`config.mk`:
```
export PLATFORM = sky130hd
export DESIGN_NAME = per_source_forward_rate_limiter_flat
export DESIGN_NICKNAME = d
export VERILOG_FILES = /design/src/hdl/psfrl_pkg.sv /design/src/hdl/psfrl_if.sv /design/src/hdl/per_source_forward_rate_limiter.sv /design/src/hdl/psfrl_table.sv /design/src/flat_wrapper.sv
export SDC_FILE = /design/constraint.sdc
export NUM_CORES = 2
export LEC_CHECK = 0
export ABC_AREA = 1
export BUFFER_PORTS_ARGS = -buffer_cell sky130_fd_sc_hd__buf_4
export CAP_MARGIN = 20
export CORE_ASPECT_RATIO = 1.2
export CORE_MARGIN = 2
export CORE_UTILIZATION = 45
export CTS_CLUSTER_SIZE = 10
export DETAILED_ROUTE_END_ITERATION = 12
export PLACE_DENSITY = 0.71
export SYNTH_ARGS = -nofsm -noshare
export SYNTH_HDL_FRONTEND = slang
export SYNTH_SLANG_ARGS = --single-unit
```
`constraint.sdc`:
```
create_clock -name clock -period 20.3 [get_ports clock]
set_clock_uncertainty 0.15 [all_clocks]
set_input_delay 2.03 -clock clock [delete_from_list [all_inputs] [get_ports clock]]
set_output_delay 2.03 -clock clock [all_outputs]
set_load 0.005 [all_outputs]
```
`src/hdl/psfrl_pkg.sv`:
```
// psfrl_pkg: shared widths, register indexes and table entry types
// for the per-source forward rate limiter; no dependencies
`default_nettype none

package psfrl_pkg;

   localparam int TABLE_ENTRIES = 16;
   localparam int IDX_W = (TABLE_ENTRIES > 1) ? $clog2(TABLE_ENTRIES) : 1;

   localparam int MAC_W = 48;
   localparam int LEN_W = 8;
   localparam int BYTE_W = 8;
   localparam int TIME_W = 32;
   localparam int IVL_W = 24;
   localparam int SLOT_W = 4;
   localparam int CSR_IDX_W = 8;
   localparam int CSR_DATA_W = 32;

   localparam logic [3:0] LOCATION_TYPE = 4'h1;

   localparam logic [CSR_IDX_W-1:0] CSR_DYN_IVL = CSR_IDX_W'(0);
   localparam logic [CSR_IDX_W-1:0] CSR_STA_IVL = CSR_IDX_W'(1);

   localparam logic [IVL_W-1:0] DYN_IVL_RESET = IVL_W'(1000);
   localparam logic [IVL_W-1:0] STA_IVL_RESET = IVL_W'(10000);

   localparam logic [IDX_W-1:0] LAST_IDX = IDX_W'(TABLE_ENTRIES - 1);

   typedef logic [IDX_W-1:0] idx_type;

   typedef struct packed {
      logic [MAC_W-1:0]  mac;
      logic [TIME_W-1:0] last_dyn;
      logic [TIME_W-1:0] last_sta;
   } entry_type;

   typedef struct packed {
      logic      en;
      idx_type   addr;
      entry_type entry;
   } tbl_wr_type;

endpackage

`default_nettype wire

```
`src/hdl/psfrl_if.sv`:
```
// psfrl_if: valid/ready channel interfaces for packet requests,
// decisions and register writes; depends on psfrl_pkg
`default_nettype none

interface psfrl_req_if import psfrl_pkg::*; ();
   logic              valid;
   logic              ready;
   logic [MAC_W-1:0]  src_addr;
   logic              is_pack;
   logic [LEN_W-1:0]  payload_len;
   logic [BYTE_W-1:0] first_byte;
   logic [TIME_W-1:0] now_ms;

   modport source(output valid, src_addr, is_pack, payload_len, first_byte, now_ms,
                  input ready);
   modport sink(input valid, src_addr, is_pack, payload_len, first_byte, now_ms,
                output ready);
endinterface

interface psfrl_rsp_if import psfrl_pkg::*; ();
   logic              valid;
   logic              ready;
   logic              forward;
   logic              dynamic_class;
   logic              table_hit;
   logic [SLOT_W-1:0] slot_index;

   modport source(output valid, forward, dynamic_class, table_hit, slot_index,
                  input ready);
   modport sink(input valid, forward, dynamic_class, table_hit, slot_index,
                output ready);
endinterface

interface psfrl_csr_if import psfrl_pkg::*; ();
   logic                  valid;
   logic                  ready;
   logic [CSR_IDX_W-1:0]  index;
   logic [CSR_DATA_W-1:0] data;

   modport source(output valid, index, data, input ready);
   modport sink(input valid, index, data, output ready);
endinterface

`default_nettype wire

```
`src/hdl/per_source_forward_rate_limiter.sv`:
```
// per_source_forward_rate_limiter: takes a new packet only when idle; each packet
// goes through accept, a scan with one table read and compare per entry (the compare
// works on the registered read), then update; a hit stops the scan early. the result
// waits in an output register while the next packet is taken, and update stalls
// until that register is free. reset clears the valid bits at once and restores both
// intervals; depends on psfrl_pkg, psfrl_if, psfrl_table
`default_nettype none

module per_source_forward_rate_limiter import psfrl_pkg::*; (
   input wire logic    clock,
   input wire logic    reset,
   psfrl_req_if.sink   req_chan,
   psfrl_rsp_if.source rsp_chan,
   psfrl_csr_if.sink   csr_chan
);

   typedef enum logic [2:0] {
      ST_IDLE   = 3'b001,
      ST_SCAN   = 3'b010,
      ST_UPDATE = 3'b100
   } state_type;

   state_type         state_ff, state_in;
   idx_type           scan_ff, scan_in;
   logic              issued_ff, issued_in;
   logic              cmp_vld_ff, cmp_vld_in;
   idx_type           cmp_idx_ff;
   logic              have_free_ff, have_free_in;
   idx_type           free_ff, free_in;
   idx_type           oldest_ff, oldest_in;
   logic [TIME_W-1:0] oldest_t_ff, oldest_t_in;
   logic [TABLE_ENTRIES-1:0] valid_ff;
   logic [IVL_W-1:0]  dyn_ivl_ff, sta_ivl_ff;

   logic [MAC_W-1:0]  mac_ff;
   logic              dyn_ff;
   logic [TIME_W-1:0] now_ff;
   idx_type           slot_ff, slot_in;
   logic              hit_ff, hit_in;
   logic [TIME_W-1:0] base_dyn_ff, base_dyn_in;
   logic [TIME_W-1:0] base_sta_ff, base_sta_in;

   logic              rsp_valid_ff, rsp_valid_in;
   logic              rsp_fwd_ff;
   logic              rsp_dyn_ff;
   logic              rsp_hit_ff;
   logic [SLOT_W-1:0] rsp_slot_ff;

   entry_type         rd_entry;
   tbl_wr_type        tbl_wr;

   logic              req_xfer;
   logic              rsp_free;
   logic              pkt_dyn;
   logic              cur_valid;
   logic              cur_hit;
   logic [TIME_W-1:0] cur_recent;
   logic              nf_have;
   idx_type           nf_idx;
   idx_type           no_idx;
   logic [TIME_W-1:0] no_t;
   logic [TIME_W-1:0] cls_last;
   logic [TIME_W-1:0] elapsed;
   logic [TIME_W-1:0] cls_ivl;
   logic              fwd;
   logic [IDX_W+SLOT_W-1:0] slot_ext;

   psfrl_table u_table (
      .clock    (clock),
      .wr       (tbl_wr),
      .rd_addr  (scan_ff),
      .rd_entry (rd_entry)
   );

   assign req_chan.ready = (state_ff == ST_IDLE);
   assign csr_chan.ready = 1'b1;
   assign req_xfer = req_chan.valid && req_chan.ready;
   assign rsp_free = !rsp_valid_ff || rsp_chan.ready;

   assign pkt_dyn = req_chan.is_pack ||
                    ((req_chan.payload_len != '0) && (req_chan.first_byte[7:4] == LOCATION_TYPE));

   // current scan entry against the running free and oldest picks
   always_comb begin
      cur_valid = valid_ff[cmp_idx_ff];
      cur_hit = cur_valid && (rd_entry.mac == mac_ff);
      if (!cur_valid) begin
         cur_recent = '0;
      end else if (rd_entry.last_dyn > rd_entry.last_sta) begin
         cur_recent = rd_entry.last_dyn;
      end else begin
         cur_recent = rd_entry.last_sta;
      end
      nf_have = have_free_ff || !cur_valid;
      nf_idx = (!have_free_ff && !cur_valid) ? cmp_idx_ff : free_ff;
      if (cur_recent < oldest_t_ff) begin
         no_idx = cmp_idx_ff;
         no_t = cur_recent;
      end else begin
         no_idx = oldest_ff;
         no_t = oldest_t_ff;
      end
   end

   // rate check for the class of the packet
   always_comb begin
      cls_last = dyn_ff ? base_dyn_ff : base_sta_ff;
      elapsed = now_ff - cls_last;
      cls_ivl = {{(TIME_W-IVL_W){1'b0}}, dyn_ff ? dyn_ivl_ff : sta_ivl_ff};
      fwd = (elapsed >= cls_ivl);
   end

   always_comb begin
      tbl_wr.en = (state_ff == ST_UPDATE) && rsp_free;
      tbl_wr.addr = slot_ff;
      tbl_wr.entry.mac = mac_ff;
      tbl_wr.entry.last_dyn = (fwd && dyn_ff) ? now_ff : base_dyn_ff;
      tbl_wr.entry.last_sta = (fwd && !dyn_ff) ? now_ff : base_sta_ff;
   end

   always_comb begin
      state_in = state_ff;
      scan_in = scan_ff;
      issued_in = issued_ff;
      cmp_vld_in = 1'b0;
      have_free_in = have_free_ff;
      free_in = free_ff;
      oldest_in = oldest_ff;
      oldest_t_in = oldest_t_ff;
      slot_in = slot_ff;
      hit_in = hit_ff;
      base_dyn_in = base_dyn_ff;
      base_sta_in = base_sta_ff;
      rsp_valid_in = rsp_valid_ff && !rsp_chan.ready;
      unique case (state_ff)
         ST_IDLE: begin
            if (req_xfer) begin
               state_in = ST_SCAN;
               scan_in = '0;
               issued_in = 1'b0;
               have_free_in = 1'b0;
               free_in = '0;
               oldest_in = '0;
               oldest_t_in = '1;
            end
         end
         ST_SCAN: begin
            cmp_vld_in = !issued_ff;
            if (!issued_ff) begin
               if (scan_ff == LAST_IDX) begin
                  issued_in = 1'b1;
               end else begin
                  scan_in = scan_ff + 1'b1;
               end
            end
            if (cmp_vld_ff) begin
               if (cur_hit) begin
                  state_in = ST_UPDATE;
                  slot_in = cmp_idx_ff;
                  hit_in = 1'b1;
                  base_dyn_in = rd_entry.last_dyn;
                  base_sta_in = rd_entry.last_sta;
               end else if (cmp_idx_ff == LAST_IDX) begin
                  state_in = ST_UPDATE;
                  slot_in = nf_have ? nf_idx : no_idx;
                  hit_in = 1'b0;
                  base_dyn_in = '0;
                  base_sta_in = '0;
               end else begin
                  have_free_in = nf_have;
                  free_in = nf_idx;
                  oldest_in = no_idx;
                  oldest_t_in = no_t;
               end
            end
         end
         ST_UPDATE: begin
            if (rsp_free) begin
               state_in = ST_IDLE;
               rsp_valid_in = 1'b1;
            end
         end
         default: begin
            state_in = ST_IDLE;
         end
      endcase
   end

   always_ff @(posedge clock) begin
      if (reset) begin
         state_ff <= ST_IDLE;
         issued_ff <= 1'b0;
         cmp_vld_ff <= 1'b0;
         rsp_valid_ff <= 1'b0;
         valid_ff <= '0;
         dyn_ivl_ff <= DYN_IVL_RESET;
         sta_ivl_ff <= STA_IVL_RESET;
      end else begin
         state_ff <= state_in;
         issued_ff <= issued_in;
         cmp_vld_ff <= cmp_vld_in;
         rsp_valid_ff <= rsp_valid_in;
         if (tbl_wr.en) begin
            valid_ff[slot_ff] <= 1'b1;
         end
         if (csr_chan.valid) begin
            case (csr_chan.index)
               CSR_DYN_IVL: dyn_ivl_ff <= csr_chan.data[IVL_W-1:0];
               CSR_STA_IVL: sta_ivl_ff <= csr_chan.data[IVL_W-1:0];
               default: begin
               end
            endcase
         end
      end
   end

   assign slot_ext = {{SLOT_W{1'b0}}, slot_ff};

   always_ff @(posedge clock) begin
      scan_ff <= scan_in;
      cmp_idx_ff <= scan_ff;
      have_free_ff <= have_free_in;
      free_ff <= free_in;
      oldest_ff <= oldest_in;
      oldest_t_ff <= oldest_t_in;
      slot_ff <= slot_in;
      hit_ff <= hit_in;
      base_dyn_ff <= base_dyn_in;
      base_sta_ff <= base_sta_in;
      if (req_xfer) begin
         mac_ff <= req_chan.src_addr;
         dyn_ff <= pkt_dyn;
         now_ff <= req_chan.now_ms;
      end
      if (tbl_wr.en) begin
         rsp_fwd_ff <= fwd;
         rsp_dyn_ff <= dyn_ff;
         rsp_hit_ff <= hit_ff;
         rsp_slot_ff <= slot_ext[SLOT_W-1:0];
      end
   end

   assign rsp_chan.valid = rsp_valid_ff;
   assign rsp_chan.forward = rsp_fwd_ff;
   assign rsp_chan.dynamic_class = rsp_dyn_ff;
   assign rsp_chan.table_hit = rsp_hit_ff;
   assign rsp_chan.slot_index = rsp_slot_ff;

endmodule

`default_nettype wire

```
`src/hdl/psfrl_table.sv`:
```
// psfrl_table: transmitter table memory, one write port and one
// registered read port; depends on psfrl_pkg
`default_nettype none

module psfrl_table import psfrl_pkg::*; (
   input  wire logic       clock,
   input  wire tbl_wr_type wr,
   input  wire idx_type    rd_addr,
   output entry_type       rd_entry
);

   entry_type mem [TABLE_ENTRIES];
   entry_type rd_entry_ff;

   always_ff @(posedge clock) begin
      if (wr.en) begin
         mem[wr.addr] <= wr.entry;
      end
   end

   always_ff @(posedge clock) begin
      rd_entry_ff <= mem[rd_addr];
   end

   assign rd_entry = rd_entry_ff;

endmodule

`default_nettype wire

```
`src/flat_wrapper.sv`:
```
// flat-port wrapper written by rule: the top's interface ports become plain ports
module per_source_forward_rate_limiter_flat import psfrl_pkg::*;
  (clock, reset, req_chan_valid, req_chan_src_addr, req_chan_is_pack, req_chan_payload_len, req_chan_first_byte, req_chan_now_ms, req_chan_ready, rsp_chan_valid, rsp_chan_forward, rsp_chan_dynamic_class, rsp_chan_table_hit, rsp_chan_slot_index, rsp_chan_ready, csr_chan_valid, csr_chan_index, csr_chan_data, csr_chan_ready);
  psfrl_req_if req_chan_i ();
  psfrl_rsp_if rsp_chan_i ();
  psfrl_csr_if csr_chan_i ();
  input wire logic clock;
  input wire logic reset;
  input wire logic [$bits(req_chan_i.valid)-1:0] req_chan_valid;
  input wire logic [$bits(req_chan_i.src_addr)-1:0] req_chan_src_addr;
  input wire logic [$bits(req_chan_i.is_pack)-1:0] req_chan_is_pack;
  input wire logic [$bits(req_chan_i.payload_len)-1:0] req_chan_payload_len;
  input wire logic [$bits(req_chan_i.first_byte)-1:0] req_chan_first_byte;
  input wire logic [$bits(req_chan_i.now_ms)-1:0] req_chan_now_ms;
  output wire logic [$bits(req_chan_i.ready)-1:0] req_chan_ready;
  output wire logic [$bits(rsp_chan_i.valid)-1:0] rsp_chan_valid;
  output wire logic [$bits(rsp_chan_i.forward)-1:0] rsp_chan_forward;
  output wire logic [$bits(rsp_chan_i.dynamic_class)-1:0] rsp_chan_dynamic_class;
  output wire logic [$bits(rsp_chan_i.table_hit)-1:0] rsp_chan_table_hit;
  output wire logic [$bits(rsp_chan_i.slot_index)-1:0] rsp_chan_slot_index;
  input wire logic [$bits(rsp_chan_i.ready)-1:0] rsp_chan_ready;
  input wire logic [$bits(csr_chan_i.valid)-1:0] csr_chan_valid;
  input wire logic [$bits(csr_chan_i.index)-1:0] csr_chan_index;
  input wire logic [$bits(csr_chan_i.data)-1:0] csr_chan_data;
  output wire logic [$bits(csr_chan_i.ready)-1:0] csr_chan_ready;
  assign req_chan_i.valid = req_chan_valid;
  assign req_chan_i.src_addr = req_chan_src_addr;
  assign req_chan_i.is_pack = req_chan_is_pack;
  assign req_chan_i.payload_len = req_chan_payload_len;
  assign req_chan_i.first_byte = req_chan_first_byte;
  assign req_chan_i.now_ms = req_chan_now_ms;
  assign req_chan_ready = req_chan_i.ready;
  assign rsp_chan_valid = rsp_chan_i.valid;
  assign rsp_chan_forward = rsp_chan_i.forward;
  assign rsp_chan_dynamic_class = rsp_chan_i.dynamic_class;
  assign rsp_chan_table_hit = rsp_chan_i.table_hit;
  assign rsp_chan_slot_index = rsp_chan_i.slot_index;
  assign rsp_chan_i.ready = rsp_chan_ready;
  assign csr_chan_i.valid = csr_chan_valid;
  assign csr_chan_i.index = csr_chan_index;
  assign csr_chan_i.data = csr_chan_data;
  assign csr_chan_ready = csr_chan_i.ready;
  per_source_forward_rate_limiter u_core (.clock(clock), .reset(reset), .req_chan(req_chan_i), .rsp_chan(rsp_chan_i), .csr_chan(csr_chan_i));
endmodule
```
==> results.yml <==
outcome:
  status: "finished, final reports clean"
power:
  p_leak_nw: 33.2
  p_total_mw: 10.2
  ir_drop_mv: 0.0813
  powerDensity_nw_per_um2: 105
synthesis:
  syn_area_um2: 87200
  synth_cells: 6574
  ys_types: 61
  synth_seq_cells: 2180
  seq_area_frac_synth_pct: 72.9
  synth_edf_count: 1994
  ys_warn_count: 0
  synth-async-reset-ratio_pct: 0
  syn-mean-instance-area_um2: 13.3
  synthFlopType: "edfxtp_1"
  syn-num-nets: 6836
cells_and_area:
  syn2layout_area_growth_pct: 12.4
  drive_gt1_share_pct: 8.67
  fin_nets: 6911
  final_cells: 9448
  layout_commonest_cell: "edfxtp_1"
  final_util_pct: 50.7
  layout_common_cells: "edfxtp_1 (1994), nor2_1 (1215), o21ai_0 (560)"
  finalInstanceArea_um2: 98000
sta:
  relSlewSlack_pct: 20.4
  setup_ws_ns: 11.72
  worstMarginPinSlew_ns: 1.18
  rsz0062_at_grt: "false"
  timing.hold.ws_ns: 0.231
  final_max_slew_viol_count: 0
  timing.final.crit_share_pct: 42.3
  fin_setup_tns_ns: 0
  finalCriticalPeriod_ns: 8.58
  hold_viol_final: 0
  setup_viol: 0
  fmaxAchievable_ghz: 0.117
hold_path:
  holdCritStartpoint: "u_core.scan_ff[0]"
  hold_depth: 0
  hold_class: "reg2reg"
  hold_end: "u_core.cmp_idx_ff[0]"
clock_tree:
  clk_pin_slew_ns: 0.06
  clk_latency_ns: 0.87
  cts_hold_buf: 0
  clock_path_buffers: 3
  post_cts_buffers: 0
  cts_tree: "yes"
  h-tree-depth: 4
  cts_root_buf: "clkbuf_16"
  tritoncts_num_sinks: 2180
  cts_buffers: 239
  cts_resized: 0
place:
  dp.cells: 9000
  gp_congestion: 0.857
  io_buffers: 138
  dpl_cell_area_um2: 90800
  pre_cts_ws_ns: 11.87
  dp.final_hpwl_um: 115000
floorplanning:
  die-area_um2: 197000
  ioPinCount: 152
  core_um2: 193000
  start_util_pct: 45.2
  die_w_um: 406
  row_count: 177
  die_h_um: 486
route:
  vias: 55600
  wire_per_inst_um: 23.7
  drt-pass1-iter-count: 6
  routed_wl_um: 224000
  ant_nets: 0
  viasPerCell: 5.89
  drc_errors: 0
  drt-initial-drc-count: 7214
critical_path:
  start_kind: "flop"
  cp_max_fo: 40
  ff2ff_setup_slack_ns: 11.72
  critPathMostFrequentCell: "nand2_1"
  rr_worst_depth: 32
  timing.rr.end: "u_core.u_table.mem[7][23]"
  slowest_stage: "nand2_2"
  end_kind: "flop"
  worstSetupPathType: "reg2reg"
  rr_startpoint: "u_core.dyn_ff"
  required_ns: 20.70
  cp_data_arrival_time_ns: 8.98
  slowest_delay_ns: 0.79
global_route:
  grt_max_degree: 202
  antenna_found_initial: 5
  gr-usage-all-layers_pct: 22.0
  grt_pass1_wl_um: 329000
  grt_overflow_total: 0
  first_global_vias: 53600
flow_run:
  maxCapViolations: 0
## cells by family (layout without fill, tap and decap cells)
group | count (synthesis) | in the layout | synth area share, %
flip-flops | 2180 | 2180 | 72.9
AND/OR/NAND/NOR | 2174 | 2174 | 10.1
adder cells (fa/ha/maj) | 120 | 120 | 1.73
buffers and inverters | 590 | 868 | 2.64
XOR/XNOR | 71 | 71 | 0.713
multiplexers | 240 | 240 | 2.76
other | 1 | 2 | 0.00430
AO/OA/AOI/OAI | 1198 | 1198 | 9.10
## worst max-delay path by stage
stage | startpoint | to | slack (ns)
finish | u_core.dyn_ff | u_core.u_table.mem[7][23] | 11.72
CTS | u_core.dyn_ff | u_core.u_table.mem[2][25] | 11.77
detailed placement | u_core.dyn_ff | u_core.u_table.mem[2][25] | 11.87
global placement | u_core.dyn_ff | u_core.u_table.mem[0][25] | 11.91
global route | u_core.dyn_ff | u_core.u_table.mem[2][25] | 11.17
floorplan | rsp_chan_ready | u_core.u_table.mem[11][0] | 12.25
## per-layer routing
layer	wire [um]	up-vias	GRT usage (%)
li1	-	24500	-
met1	90900	27900	30.5
met2	106000	2852	35.8
met3	20200	400	3.13
met4	6510	2	7.63
met5	13	-	0
## synth_stat cells, types with 2 or more instances
library cell / number / area share (%)
a211oi_1: 5 / 0.043
o211ai_1: 41 / 0.35
buf_4: 7 / 0.060
buf_6: 6 / 0.077
o21ai_0: 560 / 3.2
nor2_2: 3 / 0.022
o32ai_1: 261 / 2.6
or2_2: 34 / 0.24
o21ai_2: 2 / 0.020
clkbuf_1: 336 / 1.4
o21ai_1: 3 / 0.017
nor4b_1: 2 / 0.020
nor4_1: 9 / 0.065
a221oi_1: 3 / 0.030
nand4_1: 22 / 0.16
nand3_1: 277 / 1.6
dfxtp_1: 186 / 4.3
nand2_1: 553 / 2.4
xor2_1: 21 / 0.21
nand3_2: 11 / 0.13
a21oi_1: 106 / 0.61
nor2_1: 1234 / 5.3
o221ai_1: 190 / 1.9
inv_1: 184 / 0.79
buf_2: 16 / 0.092
xnor2_1: 50 / 0.50
mux2i_1: 240 / 2.8
o22ai_1: 2 / 0.014
nand2_2: 6 / 0.043
a31oi_1: 2 / 0.014
edfxtp_1: 1994 / 69
nand3b_1: 2 / 0.017
o21a_1: 7 / 0.060
ha_1: 119 / 1.7
clkinv_1: 2 / 0.0086
a21o_1: 2 / 0.017
buf_1: 38 / 0.16
nor3_1: 15 / 0.086
## cell type report
cell class                 count  area, um^2
antenna                        1        2.50
fill                       16000       95100
inverter                     187         722
clock inverter                19         287
multi-input combinational   3804       21500
timing repair buffer         237        1890
sequential                  2180       63600
tap                         2595        3250
clock buffer                 425        6750
## registers in the layout, summed over array words and instances, names as in the netlist, 3 cells and up
name and cells:
u_core.scan_ff 4, u_core.now_ff 32, u_core.valid_ff 16, u_core.base_sta_ff 32, u_core.oldest_t_ff 32, u_core.free_ff 4
u_core.cmp_idx_ff 4, u_core.rsp_chan.slot_index 4, u_core.oldest_ff 4, u_core.dyn_ivl_ff 24, u_core.u_table.rd_entry 112, u_core.state_ff 3
u_core.u_table.mem 1792, u_core.mac_ff 48, u_core.base_dyn_ff 32, u_core.slot_ff 4, u_core.sta_ivl_ff 24
## critical path: cells and delay by family, from the launching register on
family	cells	cell delay, ns
buf+inv	5	2.26
xor+xnor	1	0.14
compound gates	7	1.20
flops	1	0.37
fa+ha+maj	3	0.66
simple gates	16	3.36
## power breakdown
| group | internal [mW] | leakage [nW] | switching [mW] |
|---|---|---|---|
| registers | 5.07 | 19.3 | 0.106 |
| logic | 0.356 | 10.6 | 0.789 |
| clock network | 2.23 | 3.33 | 1.69 |
| total | 7.66 | 33.2 | 2.58 |
(Power assumes the default switching activity.)
